[src/rtl/fqsr_pkg.sv]
// ----------------------------------------------------------------------------
// fqsr_pkg
// Shared types and constants for the ring queue with search and reverse.
// ----------------------------------------------------------------------------
package fqsr_pkg;

    typedef enum logic [1:0] {
        OP_ENQ  = 2'd0,
        OP_DEQ  = 2'd1,
        OP_SRCH = 2'd2,
        OP_REV  = 2'd3
    } func_t;

    localparam int unsigned FUNC_W   = 2;
    localparam int unsigned VALUE_W  = 32;
    localparam int unsigned POS_W    = 5;
    localparam int unsigned COUNT_W  = 5;
    localparam int unsigned S_DATA_W = 32;
    localparam int unsigned M_DATA_W = 112;

    localparam logic signed [POS_W-1:0] FOUND_NONE = -5'sd1;

endpackage

[src/rtl/fqsr_ram.sv]
// ----------------------------------------------------------------------------
// fqsr_ram
// Entry store: one write port, two read ports, registered read data.
// ----------------------------------------------------------------------------
module fqsr_ram #(
    parameter int unsigned DEPTH      = 16,
    parameter int unsigned DATA_WIDTH = 32,
    localparam int unsigned ADDR_W    = $clog2(DEPTH)
) (
    input  logic                  aclk,
    input  logic                  wr_en,
    input  logic [ADDR_W-1:0]     wr_addr,
    input  logic [DATA_WIDTH-1:0] wr_data,
    input  logic [ADDR_W-1:0]     rd0_addr,
    output logic [DATA_WIDTH-1:0] rd0_data,
    input  logic [ADDR_W-1:0]     rd1_addr,
    output logic [DATA_WIDTH-1:0] rd1_data
);

    logic [DATA_WIDTH-1:0] mem [DEPTH];

    always_ff @(posedge aclk) begin
        if (wr_en) begin
            mem[wr_addr] <= wr_data;
        end
        rd0_data <= mem[rd0_addr];
        rd1_data <= mem[rd1_addr];
    end

endmodule

[src/rtl/fifo_queue_with_search_reverse_unit.sv]
// ----------------------------------------------------------------------------
// fifo_queue_with_search_reverse_unit
// Ring queue of DEPTH words with enqueue, dequeue, search and reverse.
// ----------------------------------------------------------------------------
// One request is handled at a time; the result register lets the next request
// in while the previous result waits. Each result carries the entry count and
// the front and back entries, fetched through the registered store read ports
// after the operation. Search streams one entry per cycle through a read port
// and stops early on a match. Reverse swaps one pair at a time over the single
// write port, with no swap for fewer than two entries. A finished request
// holds the unit while the previous result is still waiting to be taken.
// Enqueue into a full queue and dequeue from an empty one are refused with
// tuser low.
module fifo_queue_with_search_reverse_unit
    import fqsr_pkg::*;
#(
    parameter int unsigned DEPTH      = 16,
    parameter int unsigned DATA_WIDTH = 32
) (
    input  logic                aclk,
    input  logic                aresetn,
    input  logic                s_axis_tvalid,
    output logic                s_axis_tready,
    input  logic [S_DATA_W-1:0] s_axis_tdata,   // item_value
    input  logic [FUNC_W-1:0]   s_axis_tuser,   // func
    output logic                m_axis_tvalid,
    input  logic                m_axis_tready,
    // removed_value, found_position, entry_count, front_value, back_value, zero pad
    output logic [M_DATA_W-1:0] m_axis_tdata,
    output logic                m_axis_tuser    // accepted
);

    localparam int unsigned ADDR_W = $clog2(DEPTH);
    localparam int unsigned CNT_W  = $clog2(DEPTH + 1);
    localparam int unsigned SUM_W  = CNT_W + 1;

    typedef enum logic [3:0] {
        ST_IDLE, ST_DEQ, ST_SRCH, ST_REV_RD, ST_REV_WA, ST_REV_WB,
        ST_FRONT, ST_BACK, ST_FIN
    } state_t;

    function automatic logic [ADDR_W-1:0] wrap_inc(input logic [ADDR_W-1:0] a);
        wrap_inc = (a == ADDR_W'(DEPTH - 1)) ? '0 : a + ADDR_W'(1);
    endfunction

    function automatic logic [ADDR_W-1:0] wrap_dec(input logic [ADDR_W-1:0] a);
        wrap_dec = (a == '0) ? ADDR_W'(DEPTH - 1) : a - ADDR_W'(1);
    endfunction

    state_t                   state_reg, state_next;
    logic [ADDR_W-1:0]        head_reg, head_next;
    logic [CNT_W-1:0]         count_reg, count_next;
    logic [DATA_WIDTH-1:0]    key_reg, key_next;
    logic                     acc_reg, acc_next;
    logic [DATA_WIDTH-1:0]    removed_reg, removed_next;
    logic signed [POS_W-1:0]  found_reg, found_next;
    logic [CNT_W-1:0]         srch_idx_reg, srch_idx_next;
    logic [ADDR_W-1:0]        srch_addr_reg, srch_addr_next;
    logic                     cmp_vld_reg, cmp_vld_next;
    logic [CNT_W-1:0]         cmp_idx_reg, cmp_idx_next;
    logic [ADDR_W-1:0]        a_reg, a_next;
    logic [ADDR_W-1:0]        b_reg, b_next;
    logic [CNT_W-1:0]         rem_reg, rem_next;
    logic [DATA_WIDTH-1:0]    hold_reg, hold_next;
    logic [DATA_WIDTH-1:0]    front_reg, front_next;

    logic                     m_valid_reg, m_valid_next;
    logic                     out_acc_reg, out_acc_next;
    logic [VALUE_W-1:0]       out_removed_reg, out_removed_next;
    logic signed [POS_W-1:0]  out_found_reg, out_found_next;
    logic [COUNT_W-1:0]       out_count_reg, out_count_next;
    logic [VALUE_W-1:0]       out_front_reg, out_front_next;
    logic [VALUE_W-1:0]       out_back_reg, out_back_next;

    logic                     wr_en;
    logic [ADDR_W-1:0]        wr_addr;
    logic [DATA_WIDTH-1:0]    wr_data;
    logic [ADDR_W-1:0]        rd0_addr;
    logic [ADDR_W-1:0]        rd1_addr;
    logic [DATA_WIDTH-1:0]    rd0_data;
    logic [DATA_WIDTH-1:0]    rd1_data;

    logic [SUM_W-1:0]         end_sum;
    logic [ADDR_W-1:0]        end_slot;
    logic [ADDR_W-1:0]        tail;
    logic                     s_fire;
    logic                     out_free;
    logic                     srch_issue;
    logic                     srch_hit;
    logic                     empty;
    logic                     full;

    fqsr_ram #(
        .DEPTH      (DEPTH),
        .DATA_WIDTH (DATA_WIDTH)
    ) u_ram (
        .aclk     (aclk),
        .wr_en    (wr_en),
        .wr_addr  (wr_addr),
        .wr_data  (wr_data),
        .rd0_addr (rd0_addr),
        .rd0_data (rd0_data),
        .rd1_addr (rd1_addr),
        .rd1_data (rd1_data)
    );

    // slot past the newest entry, and the newest entry itself
    assign end_sum  = SUM_W'(head_reg) + SUM_W'(count_reg);
    assign end_slot = (end_sum >= SUM_W'(DEPTH)) ? ADDR_W'(end_sum - SUM_W'(DEPTH))
                                                 : ADDR_W'(end_sum);
    assign tail     = wrap_dec(end_slot);
    assign empty    = (count_reg == '0);
    assign full     = (count_reg == CNT_W'(DEPTH));

    assign s_axis_tready = (state_reg == ST_IDLE);
    assign s_fire        = s_axis_tvalid && s_axis_tready;
    assign out_free      = !m_valid_reg || m_axis_tready;
    assign srch_issue    = (srch_idx_reg < count_reg);
    assign srch_hit      = cmp_vld_reg && (rd0_data == key_reg);

    always_comb begin
        state_next       = state_reg;
        head_next        = head_reg;
        count_next       = count_reg;
        key_next         = key_reg;
        acc_next         = acc_reg;
        removed_next     = removed_reg;
        found_next       = found_reg;
        srch_idx_next    = srch_idx_reg;
        srch_addr_next   = srch_addr_reg;
        cmp_vld_next     = 1'b0;
        cmp_idx_next     = cmp_idx_reg;
        a_next           = a_reg;
        b_next           = b_reg;
        rem_next         = rem_reg;
        hold_next        = hold_reg;
        front_next       = front_reg;
        m_valid_next     = m_valid_reg;
        out_acc_next     = out_acc_reg;
        out_removed_next = out_removed_reg;
        out_found_next   = out_found_reg;
        out_count_next   = out_count_reg;
        out_front_next   = out_front_reg;
        out_back_next    = out_back_reg;
        wr_en            = 1'b0;
        wr_addr          = end_slot;
        wr_data          = key_reg;
        rd0_addr         = head_reg;
        rd1_addr         = b_reg;

        if (m_valid_reg && m_axis_tready) begin
            m_valid_next = 1'b0;
        end

        unique case (state_reg)
            ST_IDLE: begin
                if (s_fire) begin
                    key_next     = DATA_WIDTH'(s_axis_tdata);
                    acc_next     = 1'b1;
                    removed_next = '0;
                    found_next   = FOUND_NONE;
                    unique case (func_t'(s_axis_tuser))
                        OP_ENQ: begin
                            if (full) begin
                                acc_next = 1'b0;
                            end else begin
                                wr_en      = 1'b1;
                                wr_data    = DATA_WIDTH'(s_axis_tdata);
                                count_next = count_reg + CNT_W'(1);
                            end
                            state_next = ST_FRONT;
                        end
                        OP_DEQ: begin
                            if (empty) begin
                                acc_next   = 1'b0;
                                state_next = ST_FRONT;
                            end else begin
                                head_next  = wrap_inc(head_reg);
                                count_next = count_reg - CNT_W'(1);
                                state_next = ST_DEQ;
                            end
                        end
                        OP_SRCH: begin
                            srch_idx_next  = '0;
                            srch_addr_next = head_reg;
                            state_next     = ST_SRCH;
                        end
                        OP_REV: begin
                            a_next     = head_reg;
                            b_next     = tail;
                            rem_next   = count_reg >> 1;
                            state_next = (count_reg < CNT_W'(2)) ? ST_FRONT : ST_REV_RD;
                        end
                        default: begin
                            state_next = ST_FRONT;
                        end
                    endcase
                end
            end
            ST_DEQ: begin
                // read of the old head lands now; new head read goes out
                removed_next = rd0_data;
                state_next   = ST_BACK;
            end
            ST_SRCH: begin
                rd0_addr = srch_addr_reg;
                if (srch_hit) begin
                    found_next = POS_W'(cmp_idx_reg);
                    state_next = ST_FRONT;
                end else if (!srch_issue && !cmp_vld_reg) begin
                    state_next = ST_FRONT;
                end else if (srch_issue) begin
                    cmp_vld_next   = 1'b1;
                    cmp_idx_next   = srch_idx_reg;
                    srch_idx_next  = srch_idx_reg + CNT_W'(1);
                    srch_addr_next = wrap_inc(srch_addr_reg);
                end
            end
            ST_REV_RD: begin
                rd0_addr   = a_reg;
                rd1_addr   = b_reg;
                state_next = ST_REV_WA;
            end
            ST_REV_WA: begin
                wr_en     = 1'b1;
                wr_addr   = a_reg;
                wr_data   = rd1_data;
                hold_next = rd0_data;
                rd0_addr  = wrap_inc(a_reg);
                rd1_addr  = wrap_dec(b_reg);
                state_next = ST_REV_WB;
            end
            ST_REV_WB: begin
                // next pair is read while the current one finishes
                wr_en    = 1'b1;
                wr_addr  = b_reg;
                wr_data  = hold_reg;
                rd0_addr = wrap_inc(a_reg);
                rd1_addr = wrap_dec(b_reg);
                a_next   = wrap_inc(a_reg);
                b_next   = wrap_dec(b_reg);
                rem_next = rem_reg - CNT_W'(1);
                state_next = (rem_reg == CNT_W'(1)) ? ST_FRONT : ST_REV_WA;
            end
            ST_FRONT: begin
                rd0_addr   = head_reg;
                state_next = ST_BACK;
            end
            ST_BACK: begin
                front_next = rd0_data;
                rd0_addr   = tail;
                state_next = ST_FIN;
            end
            ST_FIN: begin
                rd0_addr = tail;
                if (out_free) begin
                    m_valid_next     = 1'b1;
                    out_acc_next     = acc_reg;
                    out_removed_next = VALUE_W'(removed_reg);
                    out_found_next   = found_reg;
                    out_count_next   = COUNT_W'(count_reg);
                    out_front_next   = empty ? '0 : VALUE_W'(front_reg);
                    out_back_next    = empty ? '0 : VALUE_W'(rd0_data);
                    state_next       = ST_IDLE;
                end
            end
            default: begin
                state_next = ST_IDLE;
            end
        endcase
    end

    always_ff @(posedge aclk) begin
        if (!aresetn) begin
            state_reg   <= ST_IDLE;
            head_reg    <= '0;
            count_reg   <= '0;
            cmp_vld_reg <= 1'b0;
            m_valid_reg <= 1'b0;
        end else begin
            state_reg   <= state_next;
            head_reg    <= head_next;
            count_reg   <= count_next;
            cmp_vld_reg <= cmp_vld_next;
            m_valid_reg <= m_valid_next;
        end
        key_reg         <= key_next;
        acc_reg         <= acc_next;
        removed_reg     <= removed_next;
        found_reg       <= found_next;
        srch_idx_reg    <= srch_idx_next;
        srch_addr_reg   <= srch_addr_next;
        cmp_idx_reg     <= cmp_idx_next;
        a_reg           <= a_next;
        b_reg           <= b_next;
        rem_reg         <= rem_next;
        hold_reg        <= hold_next;
        front_reg       <= front_next;
        out_acc_reg     <= out_acc_next;
        out_removed_reg <= out_removed_next;
        out_found_reg   <= out_found_next;
        out_count_reg   <= out_count_next;
        out_front_reg   <= out_front_next;
        out_back_reg    <= out_back_next;
    end

    assign m_axis_tvalid = m_valid_reg;
    assign m_axis_tuser  = out_acc_reg;
    assign m_axis_tdata  = {6'd0, out_back_reg, out_front_reg, out_count_reg,
                            out_found_reg, out_removed_reg};

`ifndef SYNTHESIS
    a_count_bound: assert property (@(posedge aclk) disable iff (!aresetn)
        count_reg <= CNT_W'(DEPTH))
        else $error("entry count above depth");

    a_head_bound: assert property (@(posedge aclk) disable iff (!aresetn)
        head_reg < ADDR_W'(DEPTH - 1) || head_reg == ADDR_W'(DEPTH - 1))
        else $error("head pointer outside the ring");

    a_enq_count: assert property (@(posedge aclk) disable iff (!aresetn)
        s_fire && s_axis_tuser == OP_ENQ && !full |=> count_reg == $past(count_reg) + CNT_W'(1))
        else $error("enqueue did not add one entry");

    a_deq_count: assert property (@(posedge aclk) disable iff (!aresetn)
        s_fire && s_axis_tuser == OP_DEQ && !empty |=> count_reg == $past(count_reg) - CNT_W'(1))
        else $error("dequeue did not remove one entry");
`endif

endmodule

[config.mk]
export PLATFORM = sky130hd
export DESIGN_NAME = fifo_queue_with_search_reverse_unit
export DESIGN_NICKNAME = d
export VERILOG_FILES = /design/src/rtl/fqsr_pkg.sv /design/src/rtl/fqsr_ram.sv /design/src/rtl/fifo_queue_with_search_reverse_unit.sv
export SDC_FILE = /design/constraint.sdc
export NUM_CORES = 1
export LEC_CHECK = 0
export BUFFER_PORTS_ARGS = -buffer_cell sky130_fd_sc_hd__buf_4
export CAP_MARGIN = 5
export CELL_PAD_IN_SITES_DETAIL_PLACEMENT = 0
export CELL_PAD_IN_SITES_GLOBAL_PLACEMENT = 1
export CORE_MARGIN = 2
export CORE_UTILIZATION = 35
export CTS_CLUSTER_DIAMETER = 150
export DETAILED_ROUTE_END_ITERATION = 8
export HOLD_SLACK_MARGIN = 0.06
export PLACE_DENSITY_LB_ADDON = 0.1
export SKIP_LAST_GASP = 1
export SLEW_MARGIN = 20
export SYNTH_ARGS = -nofsm -noshare
export SYNTH_HDL_FRONTEND = slang
export SYNTH_SLANG_ARGS = --single-unit
[constraint.sdc]
create_clock -name aclk -period 6.3 [get_ports aclk]
set_clock_uncertainty 0.1 [all_clocks]
set_input_delay 0.315 -clock aclk [delete_from_list [all_inputs] [get_ports aclk]]
set_output_delay 0.315 -clock aclk [all_outputs]
set_load 0.1 [all_outputs]
==> results of run 1 <==
-- kinds of logic after synthesis --
| family | share of synthesized area [%] |
|---|---|
| flops | 66.0 |
| mux | 16.8 |
| simple gates | 6.05 |
| compound gates | 6.54 |
| buf+inv | 2.59 |
| xor+xnor | 1.23 |
| fa+ha+maj | 0.734 |
| other cells | 0.00990 |
-- per-layer routing --
metal,vias up,GRT usage (%),wire length [um]
li1,9825,-,-
met1,11300,27.4,49100
met2,645,32.9,53400
met3,115,3.59,6570
met4,2,4.70,1840
met5,-,0,7
-- report_power, final --
part	total [mW]	internal, mW	leakage, nW	switching (mW)
Combinational	8.72	3.28	5.34	5.44
Sequential	8.57	7.89	7.75	0.679
Clock	5.78	3.42	1.58	2.36
Total	23.1	14.6	14.7	8.48
-- worst max-delay path, stage by stage (launching register included) --
cell,delay (ps)
dfxtp_4,470
buf_4,420
nor4b_2,900
a211oi_1,170
a31oi_4,560
buf_12,480
mux2_2,410
o2111ai_1,300
nand4_1,170
-- placed cells by master (no fill, tap or decap), drive strengths merged, types with 64 or more instances in the layout --
| cell type | instances |
|---|---|
| mux2 | 132 |
| clkbuf | 126 |
| edfxtp | 780 |
| mux4 | 128 |
| nand2 | 167 |
| nor2b | 104 |
| o211ai | 66 |
| mux2i | 200 |
| dfxtp | 79 |
| buf | 239 |
| o2111ai | 64 |
-- worst max-delay path by stage --
stage                     slack (ps)    startpoint                  to
final                           1960  state_reg[0]  u_ram.rd0_data[19]
after global routing            1710   head_reg[0]  u_ram.rd0_data[22]
after CTS                       1970  state_reg[2]   u_ram.rd1_data[1]
after detailed placement        1980  state_reg[2]   u_ram.rd1_data[1]
after global placement          1990  state_reg[0]  u_ram.rd0_data[19]
after floorplan                  180  state_reg[1]        m_axis_tuser
-- stage by stage --
stage                     instances  worst slack, ps  area (sq um)  hold WS [ps]  power, mW
after global placement         3855             1990         40900           307       17.4
after detailed placement       3856             1980         41000           305       17.5
after global routing           4074             1710         44600           262       24.3
after CTS                      4073             1970         44600           230       23.3
final                          4075             1960         44600           282       23.1
after floorplan                2378              179         37900           300       14.3
-- final cells by class --
cell class              instances  area, sq um  area share (%)
flip-flops and latches        859        25000            56.0
well taps                    1403         1760            3.93
inverters                      22         82.6           0.185
repair buffers                277         2360            5.30
multi-input cells            1334        12200            27.2
clock buffers                 126         2640            5.91
clock inverters                53          619            1.39
diodes                          1         2.50         0.00561
-- cell usage after synthesis, types with 3 or more instances --
cell type and n:
o211ai_1 66, a22oi_1 32, nor2b_1 104, a21o_1 14
nand2_1 167, nor3_1 5, mux2i_1 200, o21a_1 5
nand3_1 5, buf_1 6, mux2_2 110, inv_1 21
a211oi_1 34, buf_2 54, dfxtp_1 79, xnor2_1 37
edfxtp_1 780, mux4_2 128, a31oi_1 8, nor2_1 49
o2111ai_1 64, buf_6 18, and2_1 38, nand2b_1 14
xor2_1 16, nor4_1 5, mux2_1 22, a211oi_2 3
buf_4 22, ha_1 19, nand4_1 39, o21ai_0 51
a21oi_1 53, clkbuf_1 63
-- repair_timing --
action,in CTS,in global routing
setup endpoints to repair,0,0
hold endpoints to repair,61,0
hold buffers,38,0
==> metrics.csv, run 1 <==
stage,metric,value,unit
sta,setup_tns,0,ps
synth,mean post-synth cell area,16.0,sq um
synth,Yosys Warn Count,0,
synth,Mapped Area,0.0379,sq mm
clock_tree,Sink Count,859,
floorplan,die footprint,0.111,sq mm
clock_tree,total setup buffers inserted after CTS,0,
outcome,status,"finished, final reports clean",
sta,Tmin final,4340,ps
floorplan,# rows,120,
clock_tree,number of H-tree levels,3,
drt,DRT Wirelength,111,mm
drt,vias,21900,
setup_path,reg2reg end,u_ram.rd0_data[19],
hold_path,Worst Min Path Start,s_axis_tdata[26],
grt,initial antenna violation count,9,
clock_tree,CTS Buffer Depth,3,
synth,Post-Synthesis Cells,2373,
cells_and_area,area grow syn2layout,17.8,%
floorplan,Die Ht,333,um
sta,final hold vios,0,
hold_path,Hold Path Sink,key_reg[26],
clock_tree,cts repair resizes,0,
cells_and_area,fillers,9658,
power_and_ir_drop,pwr/cell area,517,mW/mm^2
setup_path,Worst Path Max Fanout,87,
clock_tree,clk_lat worst skew,680,ps
grt,largest net degree at the start of global routing,138,
setup_path,"Req. time, crit path",6730,ps
setup_path,Startpoint Class,flip-flop,
cells_and_area,Reg with most FFs,u_ram.mem,
hold_path,hold crit path type,input port to flip-flop,
drt,Vias per Instance,5.37,
drt,DRC,0,
grt,first-pass GRT wire length,161,mm
synth,Netlist cell types,67,
drt,Iter 0 DRT Violations,1713,
floorplan,Initial Util,35.3,%
placement,HPWL after DPL,67.3,mm
cells_and_area,max FFs per register,512,
cells_and_area,Final Core Density,41.6,%
sta,Final period util,68.8,%
synth,"Seq/Total Area, Yosys",66.0,%
setup_path,endpoint class of the critical path,flip-flop,
clock_tree,clk slew on worst S/H paths,60,ps
drt,1st-pass router iterations,5,
setup_path,Setup CP Type,flip-flop to flip-flop,
sta,final slew viol count,0,
floorplan,IO Count,153,
placement,IO buf count,146,
synth,Post-synth EDFFs,780,
synth,cell taking the most area after synthesis,edfxtp_1,
drt,WL per Instance,27.2,um
synth,"top cells by area, synth","edfxtp_1 (62%), mux4_2 (7.6%), mux2i_1 (5.3%)",
sta,Worst-Margin Slew,1050,ps
clock_tree,CTS tree,built,
sta,RSZ-0062 raised after global routing,no,
synth,ys flop type,edfxtp_1,
setup_path,crit path DAT,4770,ps
synth,ys async rst share,0,%
synth,Yosys reg bits,859,
grt,total track usage,20.0,%
floorplan,Core Region,0.107,sq mm
setup_path,worst r2r src,state_reg[0],
setup_path,worst-case reg-to-reg path depth,8,
synth,area share of the largest cell type after synthesis,61.9,%
sta,Setup Viol. Count Final,0,
grt,vias in the first global route,22500,
run,max-cap violations,0,
clock_tree,CTS buffer count,98,
cells_and_area,Final nets,2651,
power_and_ir_drop,worst IR drop on VDD,0.391,mV
clock_tree,root buffer cell,clkbuf_16,
sta,Slew HR,29.8,%
sta,Max Clock Freq,231,MHz
drt,post-route ant nets,0,
power_and_ir_drop,Lkg Pwr,14.7,nW
placement,gp weighted congestion,0.763,
hold_path,Worst Hold Depth,2,
setup_path,R2R setup slack,1960,ps
cells_and_area,share of cells above drive strength 1,25.3,%
grt,total grt overflow,0,
floorplan,Chip Width,333,um
Power figures use the tool's default switching activity.
==> run 2: changes to the inputs <==
==> constraint.sdc (replaced) <==
create_clock -name aclk -period 3.56 [get_ports aclk]
set_clock_uncertainty 0.1 [all_clocks]
set_input_delay 0.178 -clock aclk [delete_from_list [all_inputs] [get_ports aclk]]
set_output_delay 0.178 -clock aclk [all_outputs]
set_load 0.1 [all_outputs]
==> metrics.csv, run 2 (synthesis results as in run 1) <==
stage,metric,value,unit
floorplan,Initial Util,35.3,%
placement,IO buf count,146,
grt,first-pass GRT wire length,167,mm
clock_tree,Sink Count,859,
floorplan,Core Region,0.107,sq mm
drt,DRC,0,
outcome,status,"finished, final reports clean",
setup_path,Crit-path slowest cell,buf_4,
setup_path,CP dominant cell by count,ha_1,
clock_tree,number of H-tree levels,3,
run,max-cap violations,0,
cells_and_area,share of cells above drive strength 1,27.9,%
placement,placed insts,3967,
drt,Vias per Instance,5.38,
cells_and_area,most frequent cells in the layout,"edfxtp_1 (780), buf_4 (296), mux2i_1 (199), nand2_1 (167), mux4_2 (128)",
placement,HPWL after DPL,72.3,mm
cells_and_area,area grow syn2layout,20.8,%
grt,total track usage,20.7,%
setup_path,CP Cell Sequence,ha_1 -> fa_1 -> inv_1 -> ha_1 -> nand2b_1 -> a2111oi_1 -> a211oi_2 -> o211a_2 -> buf_4 -> o2111ai_1 -> nand4_1,
sta,Tmin final,3390,ps
sta,Hold WS,141,ps
setup_path,crit path DAT,3880,ps
cells_and_area,max FFs per register,512,
cells_and_area,Final nets,2756,
sta,Slew HR,32.9,%
sta,RSZ-0062 raised after global routing,no,
placement,gp weighted congestion,0.817,
setup_path,"Req. time, crit path",4050,ps
floorplan,Chip Width,333,um
clock_tree,clk_lat worst skew,670,ps
placement,DP Area,0.0423,sq mm
setup_path,Worst Path Max Fanout,32,
sta,Setup Viol. Count Final,0,
power_and_ir_drop,pwr/cell area,915,mW/mm^2
setup_path,Startpoint Class,flip-flop,
cells_and_area,post-route cell area,0.0457,sq mm
clock_tree,total setup buffers inserted after CTS,0,
drt,Iter 0 DRT Violations,1660,
drt,post-route ant nets,0,
grt,initial antenna violation count,8,
setup_path,endpoint class of the critical path,flip-flop,
clock_tree,CTS Buffer Depth,3,
clock_tree,CTS buffer count,94,
drt,1st-pass router iterations,5,
sta,Final period util,95.3,%
sta,Worst-Margin Slew,998,ps
clock_tree,CTS tree,built,
cells_and_area,Reg with most FFs,u_ram.mem,
drt,DRT Wirelength,115,mm
clock_tree,clk slew on worst S/H paths,60,ps
sta,final slew viol count,0,
sta,final hold vios,0,
power_and_ir_drop,Lkg Pwr,15.2,nW
grt,vias in the first global route,23000,
floorplan,die footprint,0.111,sq mm
sta,Max Clock Freq,295,MHz
hold_path,hold crit path type,input port to flip-flop,
floorplan,# rows,120,
grt,largest net degree at the start of global routing,66,
cells_and_area,"most common cell after layout, fill and taps aside",edfxtp_1,
setup_path,Setup CP Type,flip-flop to flip-flop,
floorplan,IO Count,153,
cells_and_area,Post-Layout Cell Count,4177,
grt,total grt overflow,0,
power_and_ir_drop,worst IR drop on VDD,0.546,mV
clock_tree,root buffer cell,clkbuf_16,
setup_path,CP max stage delay,600,ps
floorplan,Die Ht,333,um
drt,vias,22500,
drt,WL per Instance,27.5,um
-- run 2: cell count changes in the layout (fill, tap and decap cells not counted), moves of 3 or more --
cell	previous run	this run
clkbuf_8	6	2
clkinv_2	19	15
clkbuf_1	21	18
buf_4	225	296
buf_12	12	53
clkinvlp_4	9	13
clkinv_1	5	10
-- run 2: critical path: cells and delay by family (launching register included) --
kind | cells | cell delay (ps)
AOI/OAI and AO/OA | 4 | 980
adders and majority gates | 3 | 880
buffers and inverters | 2 | 700
and+or+nand+nor | 2 | 330
DFF | 1 | 320
-- run 2: per-layer routing --
layer / part of all wire (%) / GRT usage [%] / routed length, um
met1: 46 / 29.7 / 53300
met2: 47 / 33.2 / 53600
met3: 5.1 / 2.83 / 5890
met4: 1.8 / 4.79 / 2090
met5: 0 / 0 / 0
-- run 2: timing repair --
item	in CTS	in global routing
hold buffers	37	0
hold endpoints to repair	207	0
resized for setup	0	1
endpoints found under the setup margin	0	29
-- run 2: final cells by class --
class                           instances  area, sq um
Timing Repair Buffer                  386         3650
Clock inverter                         55          568
Multi-Input combinational cell       1334        12100
Antenna cell                            1         2.50
Clock buffer                          117         2520
Sequential cell                       859        25000
Inverter                               22         82.6
Tap cell                             1403         1760
Fill cell                            9620        61500
-- run 2: final timing paths --
kind | start | endpoint | slack (ps) | depth (start not counted)
min | s_axis_tdata[25] | key_reg[25] | 140 | 2
min reg2reg | found_reg[0] | out_found_reg[0] | 320 | 0
max reg2reg | head_reg[0] | u_ram.rd0_data[20] | 170 | 11
max | head_reg[0] | u_ram.rd0_data[20] | 170 | 11
-- run 2: power breakdown --
group          internal [mW]  total, mW  switching [mW]
clock                   5.70       9.81            4.11
sequential              13.9       14.9           0.964
combinational           6.87       17.1            10.3
total                   26.5       41.9            15.4
-- run 2: stage by stage --
stage	TNS [ps]	power [mW]	setup WS, ps	utilization [%]
final	0	41.9	169	42.7
after global routing	0	43.9	3.99	42.7
after CTS	0	42.3	136	42.7
after detailed placement	0	32.3	174	39.4
after global placement	0	32.2	231	39.4
after floorplan	-233830	25.4	-562	-
==> run 3: changes to the inputs <==
==> constraint.sdc (replaced) <==
create_clock -name aclk -period 2.82 [get_ports aclk]
set_clock_uncertainty 0.1 [all_clocks]
set_input_delay 0.141 -clock aclk [delete_from_list [all_inputs] [get_ports aclk]]
set_output_delay 0.141 -clock aclk [all_outputs]
set_load 0.1 [all_outputs]
==> metrics.csv, run 3 (synthesis results as in run 1) <==
stage,metric,value,unit
floorplan,Initial Util,35.3,%
setup_path,"Req. time, crit path",3310,ps
sta,Final period util,114,%
clock_tree,clk_lat worst skew,670,ps
grt,initial antenna violation count,11,
sta,Worst-Margin Slew,784,ps
cells_and_area,Final nets,3020,
outcome,status,"complete, but fails checks",
cells_and_area,area grow syn2layout,32.7,%
setup_path,crit path DAT,3710,ps
sta,Setup Viol. Count Final,32,
power_and_ir_drop,Power Total,60.0,mW
placement,gp weighted congestion,0.826,
placement,DP Area,0.0444,sq mm
clock_tree,CTS tree,built,
drt,DRC,0,
setup_path,Crit. Startpoint,head_reg[0],
clock_tree,number of H-tree levels,3,
placement,IO buf count,146,
setup_path,CP Cell Sequence,ha_4 -> fa_1 -> inv_2 -> ha_4 -> nand2b_4 -> a2111oi_4 -> a211oi_4 -> o211a_4 -> a211oi_4 -> buf_4 -> buf_12 -> buf_12 -> o211ai_1 -> nand4_1,
clock_tree,clk slew on worst S/H paths,60,ps
cells_and_area,post-route cell area,0.0502,sq mm
hold_path,hold crit path type,input port to flip-flop,
grt,met3 usage,3.82,%
grt,total track usage,21.7,%
placement,HPWL after DPL,76.3,mm
floorplan,Chip Width,333,um
setup_path,worst r2r src,head_reg[0],
clock_tree,Sink Count,859,
drt,Vias per Instance,5.37,
hold_path,Worst Min Path Start,s_axis_tdata[19],
clock_tree,root buffer cell,clkbuf_16,
grt,most used routing layer,met2,
floorplan,Die Ht,333,um
cells_and_area,most frequent cells in the layout,"edfxtp_1 (780), buf_4 (429), mux2i_1 (198), nand2_1 (157), mux4_2 (128)",
drt,Iter 0 DRT Violations,2263,
grt,total grt overflow,0,
floorplan,# rows,120,
setup_path,endpoint class of the critical path,flip-flop,
grt,met1 Use GR,31.1,%
cells_and_area,"most common cell after layout, fill and taps aside",edfxtp_1,
sta,Hold WS,116,ps
grt,GRT met2 Usage,33.3,%
sta,Max Clock Freq,311,MHz
clock_tree,CTS Buffer Depth,3,
sta,Tmin final,3220,ps
cells_and_area,Reg with most FFs,u_ram.mem,
power_and_ir_drop,pwr/cell area,1190,mW/mm^2
grt,largest net degree at the start of global routing,66,
sta,RSZ-0062 raised after global routing,yes,
sta,Slew HR,47.8,%
sta,final slew viol count,0,
sta,final hold vios,0,
floorplan,Core Region,0.107,sq mm
sta,Setup WS post-layout,-400,ps
drt,DRT Wirelength,123,mm
drt,WL per Instance,27.6,um
setup_path,Crit-path slowest cell,fa_1,
drt,vias,23900,
outcome,failing checks,negative setup slack,
cells_and_area,max FFs per register,512,
cells_and_area,share of cells above drive strength 1,36.9,%
floorplan,IO Count,153,
power_and_ir_drop,Lkg Pwr,17.6,nW
sta,setup_tns,-10870,ps
run,max-cap violations,0,
drt,post-route ant nets,0,
clock_tree,CTS buffer count,92,
setup_path,CP max stage delay,550,ps
power_and_ir_drop,worst IR drop on VDD,0.843,mV
grt,first-pass GRT wire length,173,mm
setup_path,Worst Path Max Fanout,7,
drt,1st-pass router iterations,5,
cells_and_area,fillers,9296,
floorplan,die footprint,0.111,sq mm
setup_path,Setup CP Type,flip-flop to flip-flop,
grt,vias in the first global route,24200,
setup_path,Startpoint Class,flip-flop,
[run 3: changes by cell type in the layout (fill, tap and decap cells not counted), moves of 30 or more]
cell	delta
mux2_4	+64
buf_4	+133
mux2_2	-57
buf_6	+30
buf_12	+64
[run 3: what timing repair did]
| action | in CTS | in global routing |
|---|---|---|
| buffers inserted | 69 | 29 |
| resized for setup | 103 | 55 |
| pin swaps | 50 | 49 |
| hold buffers | 37 | 0 |
| setup endpoints to repair | 489 | 419 |
| endpoints found under the hold margin | 291 | 0 |
| gates cloned | 19 | 12 |
[run 3: critical path, delay by kind of cell, from the launching register on]
| kind | cells | cell delay (ps) |
|---|---|---|
| AOI/OAI and AO/OA | 5 | 980 |
| adders and majority gates | 3 | 880 |
| buffers and inverters | 4 | 560 |
| DFF | 1 | 350 |
| and+or+nand+nor | 2 | 280 |
[run 3: path summary, 6_finish.rpt]
path	to	slack (ps)	cells past startpoint
setup reg to reg	u_ram.rd0_data[15]	-400	14
hold reg to reg	out_removed_reg[27]	320	0
setup / recovery	u_ram.rd0_data[15]	-400	14
hold / removal	key_reg[19]	120	2
[run 3: layout make-up]
type | count | area, sq um | share of cell area [%]
flip-flops and latches | 859 | 25000 | 49.8
multi-input cells | 1334 | 12800 | 25.6
repair buffers | 652 | 7240 | 14.4
clock buffers | 116 | 2510 | 4.99
well taps | 1403 | 1760 | 3.49
clock inverters | 58 | 762 | 1.52
inverters | 22 | 95.1 | 0.189
diodes | 2 | 5.00 | 0.00996
[run 3: metal layers]
metal / share of wire [%] / wire length, um
met5: 0.012 / 15
met4: 3.2 / 3920
met3: 6.5 / 7990
met2: 45 / 55300
met1: 45 / 55500
[run 3: through the flow]
step	util [%]	instances	worst slack [ps]
floorplan	-	2378	-253
global placement	41.4	4120	-456
detailed placement	41.4	4120	-479
CTS	46.4	4414	-401
global route	46.9	4444	-508
finish	46.9	4446	-400
[run 3: where the power goes]
group	switching, mW	internal, mW	leakage, nW	total [mW]
clock network	5.13	7.88	1.58	13.0
logic	14.9	13.2	8.21	28.2
registers	1.20	17.6	7.76	18.8
total	21.2	38.7	17.6	60.0
